**src/sv/sfm_pkg.sv**
```systemverilog
// Shared types and constants of the substring filter matcher.
package sfm_pkg;

  localparam int PATTERN_MAX_DEF = 8;
  localparam int QUEUE_DEPTH_DEF = 4;
  localparam int PAT_BYTES       = 8;

  localparam logic [15:0] MATCH_LIMIT_RST = 16'd1000;

  localparam logic [1:0] CFG_IDX_PATTERN_BYTES  = 2'd0;
  localparam logic [1:0] CFG_IDX_PATTERN_LENGTH = 2'd1;
  localparam logic [1:0] CFG_IDX_MATCH_LIMIT    = 2'd2;

  typedef struct packed {
    logic [7:0] character;
    logic       empty_string;
    logic       string_end;
  } sfm_in_t;

  typedef struct packed {
    logic [15:0] string_index;
    logic        matched;
    logic        limit_reached;
  } sfm_out_t;

  // One finished string, as handed from the front to the back.
  typedef struct packed {
    logic found;
  } sfm_evt_t;

endpackage

```
**src/sv/substring_filter_matcher.sv**
```systemverilog
// Top level of the substring filter matcher: configuration registers and wiring.
//
// Usage:
//   Strings stream in on the in_ channel, one character per beat; string_end
//   marks the last character, and a beat with empty_string set stands for a
//   whole empty string (its other fields are ignored). Each finished string
//   yields one beat on the out_ channel with its wrapping 16-bit index, whether
//   it is a pattern hit under the match limit, and whether the limit is reached.
//   Registers are written on the cfg_ channel (index 0 pattern bytes, 1 pattern
//   length, 2 match limit); the user must write only while idle, unenforced by the
//   block. cfg_ready is always high and a write applies from the next character.
// Timing:
//   One input beat per cycle while the event queue has room. A string-ending beat
//   passes through the event queue and then the output register that holds the
//   limit check before its result shows on out_valid.
// Reset:
//   Pattern empty, length zero, limit 1000, all counters and the queue cleared.
// Stall:
//   When out_ready is low the output register holds; up to QUEUE_DEPTH further
//   results gather in the queue, then in_ready drops until the receiver drains.
module substring_filter_matcher import sfm_pkg::*; #(
  parameter int PATTERN_MAX = PATTERN_MAX_DEF,
  parameter int QUEUE_DEPTH = QUEUE_DEPTH_DEF
) (
  input  logic        clk,
  input  logic        rst_n,
  input  logic        in_valid,
  output logic        in_ready,
  input  sfm_in_t     in_data,
  output logic        out_valid,
  input  logic        out_ready,
  output sfm_out_t    out_data,
  input  logic        cfg_valid,
  output logic        cfg_ready,
  input  logic [1:0]  cfg_index,
  input  logic [63:0] cfg_data
);

  logic [8*PAT_BYTES-1:0] pattern_bytes_r;
  logic [3:0]             pattern_length_r;
  logic [15:0]            match_limit_r;

  logic     evt_valid, evt_ready;
  sfm_evt_t evt_push, evt_pop;
  logic     pop_valid, pop_ready;

  assign cfg_ready = 1'b1;

  // Write a register per beat; an index past the list is dropped.
  always_ff @(posedge clk) begin
    if (!rst_n) begin
      pattern_bytes_r  <= '0;
      pattern_length_r <= '0;
      match_limit_r    <= MATCH_LIMIT_RST;
    end else if (cfg_valid && cfg_ready) begin
      unique case (cfg_index)
        CFG_IDX_PATTERN_BYTES:  pattern_bytes_r  <= cfg_data[8*PAT_BYTES-1:0];
        CFG_IDX_PATTERN_LENGTH: pattern_length_r <= cfg_data[3:0];
        CFG_IDX_MATCH_LIMIT:    match_limit_r    <= cfg_data[15:0];
        default: ;
      endcase
    end
  end

  // Front: shift characters into the window, match the pattern, flag string ends.
  sfm_front #(
    .PATTERN_MAX(PATTERN_MAX)
  ) u_front (
    .clk           (clk),
    .rst_n         (rst_n),
    .in_valid      (in_valid),
    .in_ready      (in_ready),
    .in_data       (in_data),
    .pattern_bytes (pattern_bytes_r),
    .pattern_length(pattern_length_r),
    .evt_valid     (evt_valid),
    .evt_ready     (evt_ready),
    .evt           (evt_push)
  );

  // Queue: decouple the character stream from the result receiver.
  sfm_queue #(
    .DEPTH(QUEUE_DEPTH)
  ) u_queue (
    .clk       (clk),
    .rst_n     (rst_n),
    .push_valid(evt_valid),
    .push_ready(evt_ready),
    .push_data (evt_push),
    .pop_valid (pop_valid),
    .pop_ready (pop_ready),
    .pop_data  (evt_pop)
  );

  // Back: count strings and matches, apply the limit, hold the result beat.
  sfm_back u_back (
    .clk        (clk),
    .rst_n      (rst_n),
    .pop_valid  (pop_valid),
    .pop_ready  (pop_ready),
    .evt        (evt_pop),
    .match_limit(match_limit_r),
    .out_valid  (out_valid),
    .out_ready  (out_ready),
    .out_data   (out_data)
  );

endmodule

```
**src/sv/sfm_front.sv**
```systemverilog
// Front part: character window, pattern compare and end-of-string events.
module sfm_front import sfm_pkg::*; #(
  parameter int PATTERN_MAX = PATTERN_MAX_DEF
) (
  input  logic                   clk,
  input  logic                   rst_n,
  input  logic                   in_valid,
  output logic                   in_ready,
  input  sfm_in_t                in_data,
  input  logic [8*PAT_BYTES-1:0] pattern_bytes,
  input  logic [3:0]             pattern_length,
  output logic                   evt_valid,
  input  logic                   evt_ready,
  output sfm_evt_t               evt
);

  localparam int CW      = $clog2(PATTERN_MAX + 1);
  localparam int EFF_MAX = (PATTERN_MAX < PAT_BYTES) ? PATTERN_MAX : PAT_BYTES;

  logic [7:0]    win_r [PATTERN_MAX];
  logic [7:0]    win_sh [PATTERN_MAX];
  logic [CW-1:0] seen_r, seen_nxt, seen_sh;
  logic          found_r, found_nxt;
  logic [3:0]    len;
  logic          cmp_ok;
  logic          hit;
  logic          found_now;
  logic [3:0]    pidx;
  logic          accept;

  assign in_ready = evt_ready;
  assign accept   = in_valid & in_ready;

  // Clamp the configured length to what the window can hold.
  assign len = (int'(pattern_length) > EFF_MAX) ? 4'(EFF_MAX) : pattern_length;

  always_comb begin
    win_sh[0] = in_data.character;
    for (int k = 1; k < PATTERN_MAX; k++) begin
      win_sh[k] = win_r[k-1];
    end
    seen_sh = (seen_r == CW'(PATTERN_MAX)) ? seen_r : seen_r + CW'(1);
  end

  // Newest character sits at position 0; it lines up with the last pattern byte.
  always_comb begin
    cmp_ok = 1'b1;
    pidx   = 4'd0;
    for (int k = 0; k < EFF_MAX; k++) begin
      pidx = len - 4'(k + 1);
      if ((4'(k) < len) && (win_sh[k] != pattern_bytes[8*pidx[2:0] +: 8])) begin
        cmp_ok = 1'b0;
      end
    end
  end

  assign hit       = (len == 4'd0) || (cmp_ok && (int'(seen_sh) >= int'(len)));
  assign found_now = found_r | hit;

  assign evt_valid = accept & (in_data.empty_string | in_data.string_end);
  assign evt.found = in_data.empty_string ? 1'b0 : found_now;

  always_comb begin
    seen_nxt  = seen_r;
    found_nxt = found_r;
    if (accept && !in_data.empty_string) begin
      if (in_data.string_end) begin
        seen_nxt  = '0;
        found_nxt = 1'b0;
      end else begin
        seen_nxt  = seen_sh;
        found_nxt = found_now;
      end
    end
  end

  always_ff @(posedge clk) begin
    if (!rst_n) begin
      seen_r  <= '0;
      found_r <= 1'b0;
    end else begin
      seen_r  <= seen_nxt;
      found_r <= found_nxt;
    end
  end

  // Window bytes beyond the seen count never decide a hit, so no reset.
  always_ff @(posedge clk) begin
    if (accept && !in_data.empty_string) begin
      win_r <= win_sh;
    end
  end

  a_seen_bounded: assert property (@(posedge clk) disable iff (!rst_n)
    int'(seen_r) <= PATTERN_MAX)
    else $error("character count beyond window depth");

endmodule

```
**src/sv/sfm_queue.sv**
```systemverilog
// Short event queue between the front and the back.
module sfm_queue import sfm_pkg::*; #(
  parameter int DEPTH = QUEUE_DEPTH_DEF
) (
  input  logic     clk,
  input  logic     rst_n,
  input  logic     push_valid,
  output logic     push_ready,
  input  sfm_evt_t push_data,
  output logic     pop_valid,
  input  logic     pop_ready,
  output sfm_evt_t pop_data
);

  localparam int PW = (DEPTH > 1) ? $clog2(DEPTH) : 1;
  localparam int CW = $clog2(DEPTH + 1);

  sfm_evt_t      mem_r [DEPTH];
  logic [PW-1:0] wr_ptr_r, wr_ptr_nxt, rd_ptr_r, rd_ptr_nxt;
  logic [CW-1:0] count_r, count_nxt;
  logic          push, pop;

  assign push_ready = (count_r != CW'(DEPTH));
  assign pop_valid  = (count_r != '0);
  assign pop_data   = mem_r[rd_ptr_r];
  assign push       = push_valid & push_ready;
  assign pop        = pop_valid & pop_ready;

  always_comb begin
    wr_ptr_nxt = wr_ptr_r;
    rd_ptr_nxt = rd_ptr_r;
    count_nxt  = count_r;
    if (push) begin
      wr_ptr_nxt = (wr_ptr_r == PW'(DEPTH - 1)) ? '0 : wr_ptr_r + PW'(1);
    end
    if (pop) begin
      rd_ptr_nxt = (rd_ptr_r == PW'(DEPTH - 1)) ? '0 : rd_ptr_r + PW'(1);
    end
    if (push && !pop) begin
      count_nxt = count_r + CW'(1);
    end else if (pop && !push) begin
      count_nxt = count_r - CW'(1);
    end
  end

  always_ff @(posedge clk) begin
    if (!rst_n) begin
      wr_ptr_r <= '0;
      rd_ptr_r <= '0;
      count_r  <= '0;
    end else begin
      wr_ptr_r <= wr_ptr_nxt;
      rd_ptr_r <= rd_ptr_nxt;
      count_r  <= count_nxt;
    end
  end

  always_ff @(posedge clk) begin
    if (push) begin
      mem_r[wr_ptr_r] <= push_data;
    end
  end

  a_count_bounded: assert property (@(posedge clk) disable iff (!rst_n)
    int'(count_r) <= DEPTH)
    else $error("queue count beyond depth");

  a_push_grows: assert property (@(posedge clk) disable iff (!rst_n)
    (push && !pop) |=> (count_r == $past(count_r) + CW'(1)))
    else $error("push without pop did not grow the queue");

endmodule

```
**src/sv/sfm_back.sv**
```systemverilog
// Back part: string and match counters, limit check and output register.
module sfm_back import sfm_pkg::*; (
  input  logic        clk,
  input  logic        rst_n,
  input  logic        pop_valid,
  output logic        pop_ready,
  input  sfm_evt_t    evt,
  input  logic [15:0] match_limit,
  output logic        out_valid,
  input  logic        out_ready,
  output sfm_out_t    out_data
);

  logic        out_valid_r, out_valid_nxt;
  sfm_out_t    out_data_r;
  logic [15:0] sc_r, sc_nxt;
  logic [15:0] mc_r, mc_nxt, mc_new;
  logic        take;
  logic        hit;

  // Load a new result when the register is empty or being drained.
  assign pop_ready = !out_valid_r || out_ready;
  assign take      = pop_valid & pop_ready;

  assign hit    = evt.found && (mc_r < match_limit);
  assign mc_new = hit ? mc_r + 16'd1 : mc_r;

  always_comb begin
    out_valid_nxt = out_valid_r;
    sc_nxt        = sc_r;
    mc_nxt        = mc_r;
    if (take) begin
      out_valid_nxt = 1'b1;
      sc_nxt        = sc_r + 16'd1;
      mc_nxt        = mc_new;
    end else if (out_ready) begin
      out_valid_nxt = 1'b0;
    end
  end

  always_ff @(posedge clk) begin
    if (!rst_n) begin
      out_valid_r <= 1'b0;
      sc_r        <= '0;
      mc_r        <= '0;
    end else begin
      out_valid_r <= out_valid_nxt;
      sc_r        <= sc_nxt;
      mc_r        <= mc_nxt;
    end
  end

  always_ff @(posedge clk) begin
    if (take) begin
      out_data_r.string_index  <= sc_r;
      out_data_r.matched       <= hit;
      out_data_r.limit_reached <= (mc_new >= match_limit);
    end
  end

  assign out_valid = out_valid_r;
  assign out_data  = out_data_r;

  a_index_advances: assert property (@(posedge clk) disable iff (!rst_n)
    take |=> (sc_r == $past(sc_r) + 16'd1))
    else $error("string index did not advance on a result");

  a_match_counted: assert property (@(posedge clk) disable iff (!rst_n)
    (out_valid_r && out_data_r.matched) |-> (mc_r != 16'd0))
    else $error("matched result with empty match count");

endmodule
```
**config.mk**
```make
export PLATFORM = sky130hd
export DESIGN_NAME = substring_filter_matcher
export DESIGN_NICKNAME = d
export VERILOG_FILES = /design/src/sv/sfm_pkg.sv /design/src/sv/substring_filter_matcher.sv /design/src/sv/sfm_front.sv /design/src/sv/sfm_queue.sv /design/src/sv/sfm_back.sv
export SDC_FILE = /design/constraint.sdc
export NUM_CORES = 1
export LEC_CHECK = 0
export BUFFER_PORTS_ARGS = -buffer_cell sky130_fd_sc_hd__buf_2
export CAP_MARGIN = 20
export CORE_MARGIN = 10
export CORE_UTILIZATION = 45
export CTS_BUF_LIST = sky130_fd_sc_hd__clkbuf_4 sky130_fd_sc_hd__clkbuf_8
export CTS_CLUSTER_SIZE = 8
export DETAILED_ROUTE_END_ITERATION = 10
export SETUP_SLACK_MARGIN = 0.02
export SLEW_MARGIN = 20
export SYNTH_ARGS = -nofsm -noshare
export SYNTH_HDL_FRONTEND = slang
export SYNTH_SLANG_ARGS = --single-unit
```
**constraint.sdc**
```tcl
create_clock -name clk -period 5.2 [get_ports clk]
set_input_delay 0.52 -clock clk [delete_from_list [all_inputs] [get_ports clk]]
set_output_delay 0.52 -clock clk [all_outputs]
set_load 0.02 [all_outputs]
```
# == After elaboration in Yosys (flattened, before gate mapping) ==
# Memory sizes are Yosys's and may differ from the RTL's. A register that Yosys moved wholly into a read port is not among the register bits.
# Cells that the tools add are included.
# Widths: inputs -> output; s select.
# op_classes
add_sub_neg,15
n_lt_le_gt_ge,12
mux,24
n_eq_ne,14
bitwise_logic,6
n_reduce_logical,27
shifts,8
# op_table
cell,n
$shiftx 64x7->8,8
$ne 8x8->1,8
$add 16x1->16 const B,2
$ge 16x16->1,1
$lt 16x16->1,1
$lt 3x4->1 const A,4
$mux 16,1
$mux 1,14
$logic_and 1x1->1,13
$mux 4,3
$sub 3x3->3 const B,4
$sub 3x1->3 const B,3
$lt 1x4->1 const A,2
$lt 2x4->1 const A,2
$mux 2,4
$eq 2x2->1 const B,3
$mux 3,2
$reduce_and 2->1,3
$sub 3x2->3 const B,2
$add 2x1->2 const B,2
$add 4x1->4 const B,1
$and 1x1->1,4
$eq 4x4->1 const B,1
$ge 4x4->1,1
other kinds (11),17
# totals
regBits,203
ramBits,4
n_memories,1
out_inout_bits,21
input_bits,81
word_cells,128
# memory_table
name,depth,word_bits,rd,rd_clocked_by_memory_dff,write_ports,line,rtl
u_queue.mem_r,4,1,1,1,1,sfm_queue.sv:18,sfm_evt_t mem_r [DEPTH];

# == Logic depth before layout (Yosys ltp) ==
# Gate-level depths: netlist of the first run.
# depth
ltp_word,18
depth_mapped,22
depth_no_buf,21

# == Cells and area by module ==
# Synthesis of the first run repeated with hierarchy kept, for this count alone.
# unflattened
cells_unflattened,1549
area_unflattened_um2,14725.4
# by_module_without_submodules
module,cells_each,area_each_um2,n_inst
sfm_front,795,7497.2,1
substring_filter_matcher,356,3410.8,1
sfm_back,342,3189.3,1
sfm_queue,56,628.1,1

# == Least setup slack after synthesis of the first run ==
# Ideal clock, no wire load.
# synth_path
path_type,flip-flop to flip-flop
startpoint,reg pattern_length_r[0]
endpoint,"mem u_queue.mem_r[0] (netlist bit), data pin"
required_ps,5015
stages_incl_launch_ff,19
path_buffers,6
t_arrival_ps,4088
synth_period_minus_slack_ps,4274
slack_ps,926
path_cell_list,dfxtp_1 buf_6 clkbuf_1 clkbuf_1 clkbuf_1 nor2b_1 ha_1 buf_4 inv_1 buf_1 mux4_2 xnor2_1 nand3_1 o32ai_1 nor2_1 o41ai_1 nand4_1 or3_4 a211oi_2
# synth_between
elab_chain_len,18
elab_cells_between_ends,56
classes_between,8 x add/sub; 10 x order compare; 8 x eq/ne; 8 x shift; 10 x mux; 1 x bitwise; 11 x reduce/logical
# synth_rtl
item,line,rtl
start: declaration,substring_filter_matcher.sv:40,logic [3:0] pattern_length_r;
start signal: assignment,substring_filter_matcher.sv:58,CFG_IDX_PATTERN_LENGTH: pattern_length_r <= cfg_data[3:0];
$gt 4x4->1,sfm_front.sv:35,assign len = (int'(pattern_length) > EFF_MAX) ? 4'(EFF_MAX) : pattern_length;
$mux 4 *,sfm_front.sv:35,
$sub 3x1->3,sfm_front.sv:50,pidx = len - 4'(k + 1);
$shiftx 64x7->8,sfm_front.sv:51,if ((4'(k) < len) && (win_sh[k] != pattern_bytes[8*pidx[2:0] +: 8])) begin
$ne 8x8->1,sfm_front.sv:51,
$logic_and 1x1->1,sfm_front.sv:51,
$mux 1 (8 in a row),sfm_front.sv:51,
$logic_and 1x1->1,sfm_front.sv:57,assign hit = (len == 4'd0) || (cmp_ok && (int'(seen_sh) >= int'(len)));
$logic_or 1x1->1 *,sfm_front.sv:57,
$or 1x1->1 *,sfm_front.sv:58,assign found_now = found_r | hit;
$mux 1 *,sfm_front.sv:61,assign evt.found = in_data.empty_string ? 1'b0 : found_now;
net evt_push,substring_filter_matcher.sv:44,"sfm_evt_t evt_push, evt_pop;"
end: declaration,sfm_queue.sv:18,
# Mark *: on every way through the listed nets, which the timed path passes. The rest lies on a longest branch.

# == Final worst setup path of the first run ==
# layout_path
startpoint,reg u_back.mc_r[9]
endpoint,"reg u_back.out_data_r, in the netlist u_back.out_data[0], data pin"
# layout_between
elab_chain_len,4
elab_cells_between_ends,5
classes_between,1 x add/sub; 2 x order compare; 1 x mux; 1 x reduce/logical
# layout_rtl
item,line,rtl
start: declaration,sfm_back.sv:17,"logic [15:0] mc_r, mc_nxt, mc_new;"
start signal: assignment,sfm_back.sv:49,mc_r <= mc_nxt;
$lt 16x16->1,sfm_back.sv:25,assign hit = evt.found && (mc_r < match_limit);
$logic_and 1x1->1,sfm_back.sv:25,
$mux 16 *,sfm_back.sv:26,assign mc_new = hit ? mc_r + 16'd1 : mc_r;
$ge 16x16->1 *,sfm_back.sv:57,out_data_r.limit_reached <= (mc_new >= match_limit);
end: declaration,sfm_back.sv:15,sfm_out_t out_data_r;
# Mark *: on every way between the ends. The rest lies on a longest branch, timed or not.
# A chain may end at the register's enable or synchronous reset.

==> summary.txt, run 1 <==
Run status
  • Status: complete, no violations

Drt
  • Avg WL per Cell: 22.79 um
  • DR DRC count: 0
  • Vias/cell: 5.995
  • DR pass1 iterations: 7
  • 1st-iter DRT viols: 1326
  • Via count: 11860
  • Total Wirelength: 45080 um
  • Antenna Nets Post-Route: 0

Logic synthesis
  • Top cells by area in the synthesized netlist: dfxtp_1 19%, edfxtp_1 17%, mux4_2 6.1%, mux2i_1 5.9%, nand2_1 5.8%
  • #FFs+latches synth: 209
  • Netlist Area Pre-Place: 14080 sq um
  • Async S/R FF share, synth: 0%
  • Syn nets: 1626
  • EDFF count, synth: 78
  • Main flop type after synthesis: dfxtp_1
  • Post-synth top area cell: dfxtp_1
  • Most frequent cell after synthesis: nand2_1
  • Sequential element share of the synthesized area: 35.27%
  • Syn avg cell area: 9.404 sq um
  • Commonest cells in the netlist: 216 x nand2_1, 131 x dfxtp_1, 83 x mux2i_1
  • Synth warn: 0
  • Syn Inst Count: 1497
  • Share of the synthesized area in the top cell type: 18.63%
  • Library cells used by synthesis: 96

Cells and area
  • Layout net count: 1682
  • Final instance area: 15620 sq um
  • Finished Layout Cells: 1978
  • Area Growth Syn to Fin: 10.93%
  • Fill cells: 2908
  • FF+latch area: 4970 sq um
  • Layout cell share with drive strength beyond 1: 17.19%
  • Area taken by multi-input logic gates: 8392 sq um
  • Antenna cells: 0
  • Final core occ: 50.79%

Clocking
  • CTS Root Cell: clkbuf_8
  • CTS tree: done
  • Clock sink count: 209
  • Cts-stage hold buffer count: 0
  • Max clock buf depth: 3
  • Post-CTS setup buffers: 0
  • Post-cts sizing count: 0
  • Total CTS buffers: 39
  • Clock transition at path regs: 60 ps
  • Worst-Skew Late Latency: 560 ps
  • Htree depth: 2

Floorplan
  • Die W: 196.9 um
  • Num rows: 64
  • I/O pins: 102
  • Starting Density: 45.78%
  • Core area: 30750 sq um
  • Die ar.: 38760 sq um
  • Die Height: 196.9 um

Worst setup path
  • Worst r2r path cells: 19
  • Critical path type: flop to flop
  • Crit. End Element: flop
  • CP Data Arrival Time: 4560 ps
  • Critical path required time: 5510 ps
  • Crit-path max FO: 12
  • Critical Path Start: u_back.mc_r[9]
  • Startpoint types: flop
  • Reg2Reg Launch Point: u_back.mc_r[9]

Global route
  • Largest net degree at the start of global routing: 104
  • Gr usage total: 22.82%
  • Vias in the first global route: 11470
  • Antenna violations before repair: 1
  • Grt ovf: 0
  • First-pass GRT wire length: 69300 um

STA
  • Final Setup Violations: 0
  • Hold violation count in the final report: 0
  • Setup TNS Final: 0 ps
  • Slew headroom: 34.16%
  • Slew Limit Fails: 0
  • Fin crit period: 4252 ps
  • Period utilization: 81.77%
  • RSZ-0062 raised after global routing: false
  • Clock Skew: 15.39 ps
  • Fmax: 235.2 MHz
  • Worst-margin pin slew: 981.6 ps

Power and ir drop
  • Maximum VDD drop: 0.0005173 V
  • PD cells: 306.7 nW/um^2
  • Leak Pwr: 5.922 nW

Worst hold path
  • Hold Startpoint: in_data[7]
  • Hold depth: 1
  • Hold Crit Class: input pin to flop

Place
  • RD Place Congestion: 1.014
  • Placement Cell Area: 14770 sq um
  • Post-Place Cells: 1908
  • IO buf count: 100
  • Detail Placement HPWL: 33350 um

Flow run
  • MaxCap Viol Count: 0
-- metrics by stage --
step / setup slack, ps / hold slack [ps] / total power, mW
after global routing: 625.8 / 149.7 / 5.030
after floorplan: 926.4 / 424.4 / 2.738
final: 947.7 / 163.6 / 4.790
after global placement: 975.2 / 438.8 / 3.088
after CTS: 924.7 / 135.8 / 4.834
after detailed placement: 930.1 / 453.5 / 3.096
-- worst max-delay path: stages (launching register included) --
cell	delay (ps)
dfxtp_1	460
ha_1	300
a21o_1	160
a21o_1	170
a21oi_1	170
o2111ai_1	190
a21o_1	220
inv_1	310
xnor2_1	170
ha_1	240
nand2b_1	140
a21o_1	170
a21o_1	170
a21o_1	170
a21o_1	170
a21o_1	170
a211oi_1	330
o31ai_1	140
o2111ai_1	100
nand2_1	60
-- cell families after synthesis --
kind of cell,Yosys count,share of synthesized area (%)
AOI/OAI and AO/OA,314,16.22
other,1,0.02664
xor gates and xnor gates,138,8.773
DFF,209,35.27
and+or+nand+nor,497,17.27
buffers and inverters,158,5.155
muxes,132,12.97
adders and majority gates,48,4.320
-- cells in the final DEF (no fill, tap or decap), drive strengths merged, types with 12 or more instances in the layout --
master,Yosys,routed
and2,37,37
o221ai,12,12
o22ai,21,21
nand2,216,216
o21ai,38,38
nand2b,13,13
nor2b,38,38
mux4,39,39
nor3,24,24
nor2,65,65
xnor2,77,77
ha,47,47
edfxtp,78,78
xor2,61,61
inv,44,44
clkinv,0,13
a21o,14,14
nand4,19,19
a21oi,43,43
dfxtp,131,131
a21boi,82,82
nand3,26,26
clkbuf,68,54
buf,46,129
mux2i,83,83
-- registers in the layout (all words and copies together) (netlist names), named ones only --
signal            flops
u_queue.count_r       3
u_back.mc_r          16
u_front.found_r       1
match_limit_r        16
u_front.seen_r        4
pattern_bytes_r      64
u_back.out_valid      1
u_queue.wr_ptr_r      2
u_front.win_r        56
u_queue.rd_ptr_r      2
u_back.sc_r          16
u_queue.mem_r         4
u_back.out_data      18
pattern_length_r      4
-- final cells by class --
cell class,instances,share of cell area [%]
clock buffer,54,4.439
multi-input combinational,1130,53.74
tap,396,3.173
inverter,44,1.090
sequential,209,31.82
timing repair buffer,129,4.775
clock inverter,16,0.9615
-- power breakdown --
| group | switching, mW | internal [mW] |
|---|---|---|
| clock network | 0.746 | 0.973 |
| logic | 0.632 | 0.390 |
| registers | 0.154 | 1.90 |
-- worst paths after layout --
check	to	slack (ps)
setup / recovery	u_back.out_data[0]	950
setup reg to reg	u_back.out_data[0]	950
hold / removal	u_front.win_r[61]	160
hold reg to reg	u_back.out_data[17]	460
-- routing by layer --
metal,track usage (%),vias to the layer above,wire length [um]
met2,36.46,527,20490
met3,4.157,154,3248
met1,29.11,5654,18860
li1,-,5524,-
met5,0,-,0
met4,11.54,0,2481
(Power assumes the default switching activity.)
==> run 2: changes to the inputs <==
==> constraint.sdc (replaced) <==
create_clock -name clk -period 3.77 [get_ports clk]
set_input_delay 0.377 -clock clk [delete_from_list [all_inputs] [get_ports clk]]
set_output_delay 0.377 -clock clk [all_outputs]
set_load 0.02 [all_outputs]
==> run 2 against run 1 <==
Effect of this change: highest routed layer unchanged; global-route usage is 2.4 points higher; die area stayed put; maximum frequency is 14% higher; critical path type unchanged; critical endpoint is now u_queue.mem_r[3].
==> summary.txt, run 2 (synthesized netlist as in run 1, its figures left out) <==
Drt
  • 1st-iter DRT viols: 1195 (-9.9%)
  • DR pass1 iterations: 5 (-2)
  • DR DRC count: 0 (unchanged)
  • Avg WL per Cell: 23.97 um (+5.2%)
  • Vias/cell: 5.909 (-1.4%)
  • Antenna Nets Post-Route: 0 (unchanged)
  • Via count: 12360 (+4.2%)
  • Total Wirelength: 50150 um (+11%)

Cells and area
  • Layout cell share with drive strength beyond 1: 24.29% (+7.1 points)
  • Antenna cells: 0 (unchanged)
  • Most common cell after layout, fill and taps aside: nand2_1
  • Max reg flops: 64 (unchanged)
  • Layout net count: 1796 (+6.8%)
  • Finished Layout Cells: 2092 (+5.8%)
  • Final instance area: 16780 sq um (+7.5%)
  • Most frequent cells in the layout: 216 x nand2_1, 128 x buf_4, 127 x dfxtp_1
  • Largest Register: pattern_bytes_r
  • Area Growth Syn to Fin: 19.22%

Worst setup path
  • Worst R2R End: u_queue.mem_r[3]
  • Worst r2r path cells: 13 (-6)
  • Startpoint types: flop
  • Critical path type: flop to flop
  • Critical Path Start: pattern_length_r[3]
  • Critical path required time: 4120 ps (-1390 ps)
  • R2R Setup Slk: 50 ps (-890 ps)
  • Reg2Reg Launch Point: pattern_length_r[3]
  • Crit. End Element: flop
  • CP Data Arrival Time: 4070 ps (-490 ps)
  • Crit-path max FO: 6 (-6)

Floorplan
  • Die W: 196.9 um (unchanged)
  • Starting Density: 45.78% (unchanged)
  • Die ar.: 38760 sq um (unchanged)
  • Num rows: 64 (unchanged)
  • Core area: 30750 sq um (unchanged)
  • Die Height: 196.9 um (unchanged)
  • I/O pins: 102 (unchanged)

STA
  • Fin crit period: 3717 ps (-535.5 ps)
  • Fmax: 269.0 MHz (+14%)
  • Slew Limit Fails: 0 (unchanged)
  • Period utilization: 98.59% (+17 points)
  • Hold violation count in the final report: 0 (unchanged)
  • Final Setup Violations: 0 (unchanged)
  • Worst-margin pin slew: 896.3 ps (-85.26 ps)
  • Final WS setup: 53.20 ps (-894.5 ps)
  • Slew headroom: 40.24% (+6.1 points)
  • Clock Skew: 21.99 ps (+6.601 ps)
  • RSZ-0062 raised after global routing: true

Worst hold path
  • Hold Crit Class: input pin to flop
  • Hold depth: 1 (unchanged)
  • Hold EP: u_front.win_r[57]
  • Hold Startpoint: in_data[3]

Global route
  • Gr usage total: 25.18% (+2.4 points)
  • Largest net degree at the start of global routing: 103 (-0.96%)
  • Antenna violations before repair: 0 (-1)
  • Vias in the first global route: 12260 (+6.9%)
  • Grt ovf: 0 (unchanged)
  • First-pass GRT wire length: 75170 um (+8.5%)

Clocking
  • CTS tree: done
  • Clock transition at path regs: 60 ps (about the same)
  • Clock sink count: 209 (unchanged)
  • Total CTS buffers: 40 (+2.6%)
  • Max clock buf depth: 3 (unchanged)
  • Worst-Skew Late Latency: 560 ps (about the same)
  • CTS Root Cell: clkbuf_8
  • Htree depth: 2 (unchanged)

Power and ir drop
  • Leak Pwr: 6.582 nW (+11%)
  • PD cells: 411.6 nW/um^2 (+34%)
  • Maximum VDD drop: 0.0004374 V (-15%)
  • Final Power: 6.908 mW (+44%)

Run status
  • Status: complete, no violations

Place
  • Placement Cell Area: 15670 sq um (+6.0%)
  • Detail Placement HPWL: 38040 um (+14%)
  • RD Place Congestion: 1.003 (-1.1%)
  • Pre-CTS setup slack: -169.8 ps (-1100 ps)
  • Post-Place Cells: 2017 (+5.7%)
  • IO buf count: 100 (unchanged)

Flow run
  • MaxCap Viol Count: 0 (unchanged)
[run 2: worst max path at each step]
stage | end | slack, ps | cells after the start
global route | u_back.out_data[0] | -30 | 21
global placement | u_back.out_data[0] | -90 | 21
finish | u_queue.mem_r[3] | 50 | 13
detailed placement | u_back.out_data[0] | -170 | 21
floorplan | u_queue.mem_r[0] | 20 | 16
CTS | u_queue.mem_r[1] | 30 | 11
[run 2: per-layer routing]
| layer | part of all wire, % | global-route usage [%] | vias to the layer above |
|---|---|---|---|
| met4 | 5.7 | 13.61 | 0 |
| met2 | 46 | 40.80 | 555 |
| met5 | 0 | 0 | - |
| met1 | 42 | 31.87 | 5904 |
| li1 | - | - | 5750 |
| met3 | 7.0 | 3.646 | 153 |
[run 2: area by class of cell]
class,count,area (sq um)
Clock buffer,57,703.2
Clock inverter,14,158.9
Fill cell,2857,13970
Inverter,44,176.4
Multi-Input combinational cell,1130,8568
Sequential cell,209,4972
Tap cell,396,495.5
Timing Repair Buffer,242,1708
[run 2: what timing repair did]
item,CTS,global route
endpoints found under the setup margin,5,5
cloned,0,1
hold buffers,0,0
gates resized for setup,9,38
setup buffers,0,3
pin swaps,7,32
[run 2: worst max-delay path, cell delays in order, from the launching register on]
cell and delay, ps:
dfxtp_2 350, buf_4 150, and2b_4 310, inv_6 70
ha_4 330, buf_4 130, mux4_2 500, mux2i_1 150
a2111oi_2 310, o2111ai_2 220, nor3_1 210, nand4_1 110
or3_4 380, a211oi_4 290
[run 2: where the power goes]
| group | internal (mW) | leakage [nW] | switching [mW] |
|---|---|---|---|
| registers | 2.61 | 1.81 | 0.189 |
| logic | 0.666 | 4.31 | 0.990 |
| clock network | 1.42 | 0.460 | 1.04 |
[run 2: stage by stage]
stage | hold WS (ps) | util, % | TNS, ps
6_report | 36.38 | 54.58 | 0
5_1_grt | 20.75 | 54.58 | -119.6
4_1_cts | 18.04 | 53.85 | 0
3_5_place_dp | 447.4 | 50.95 | -463.6
3_3_place_gp | 437.3 | 50.95 | -217.0
2_1_floorplan | 424.4 | - | 0
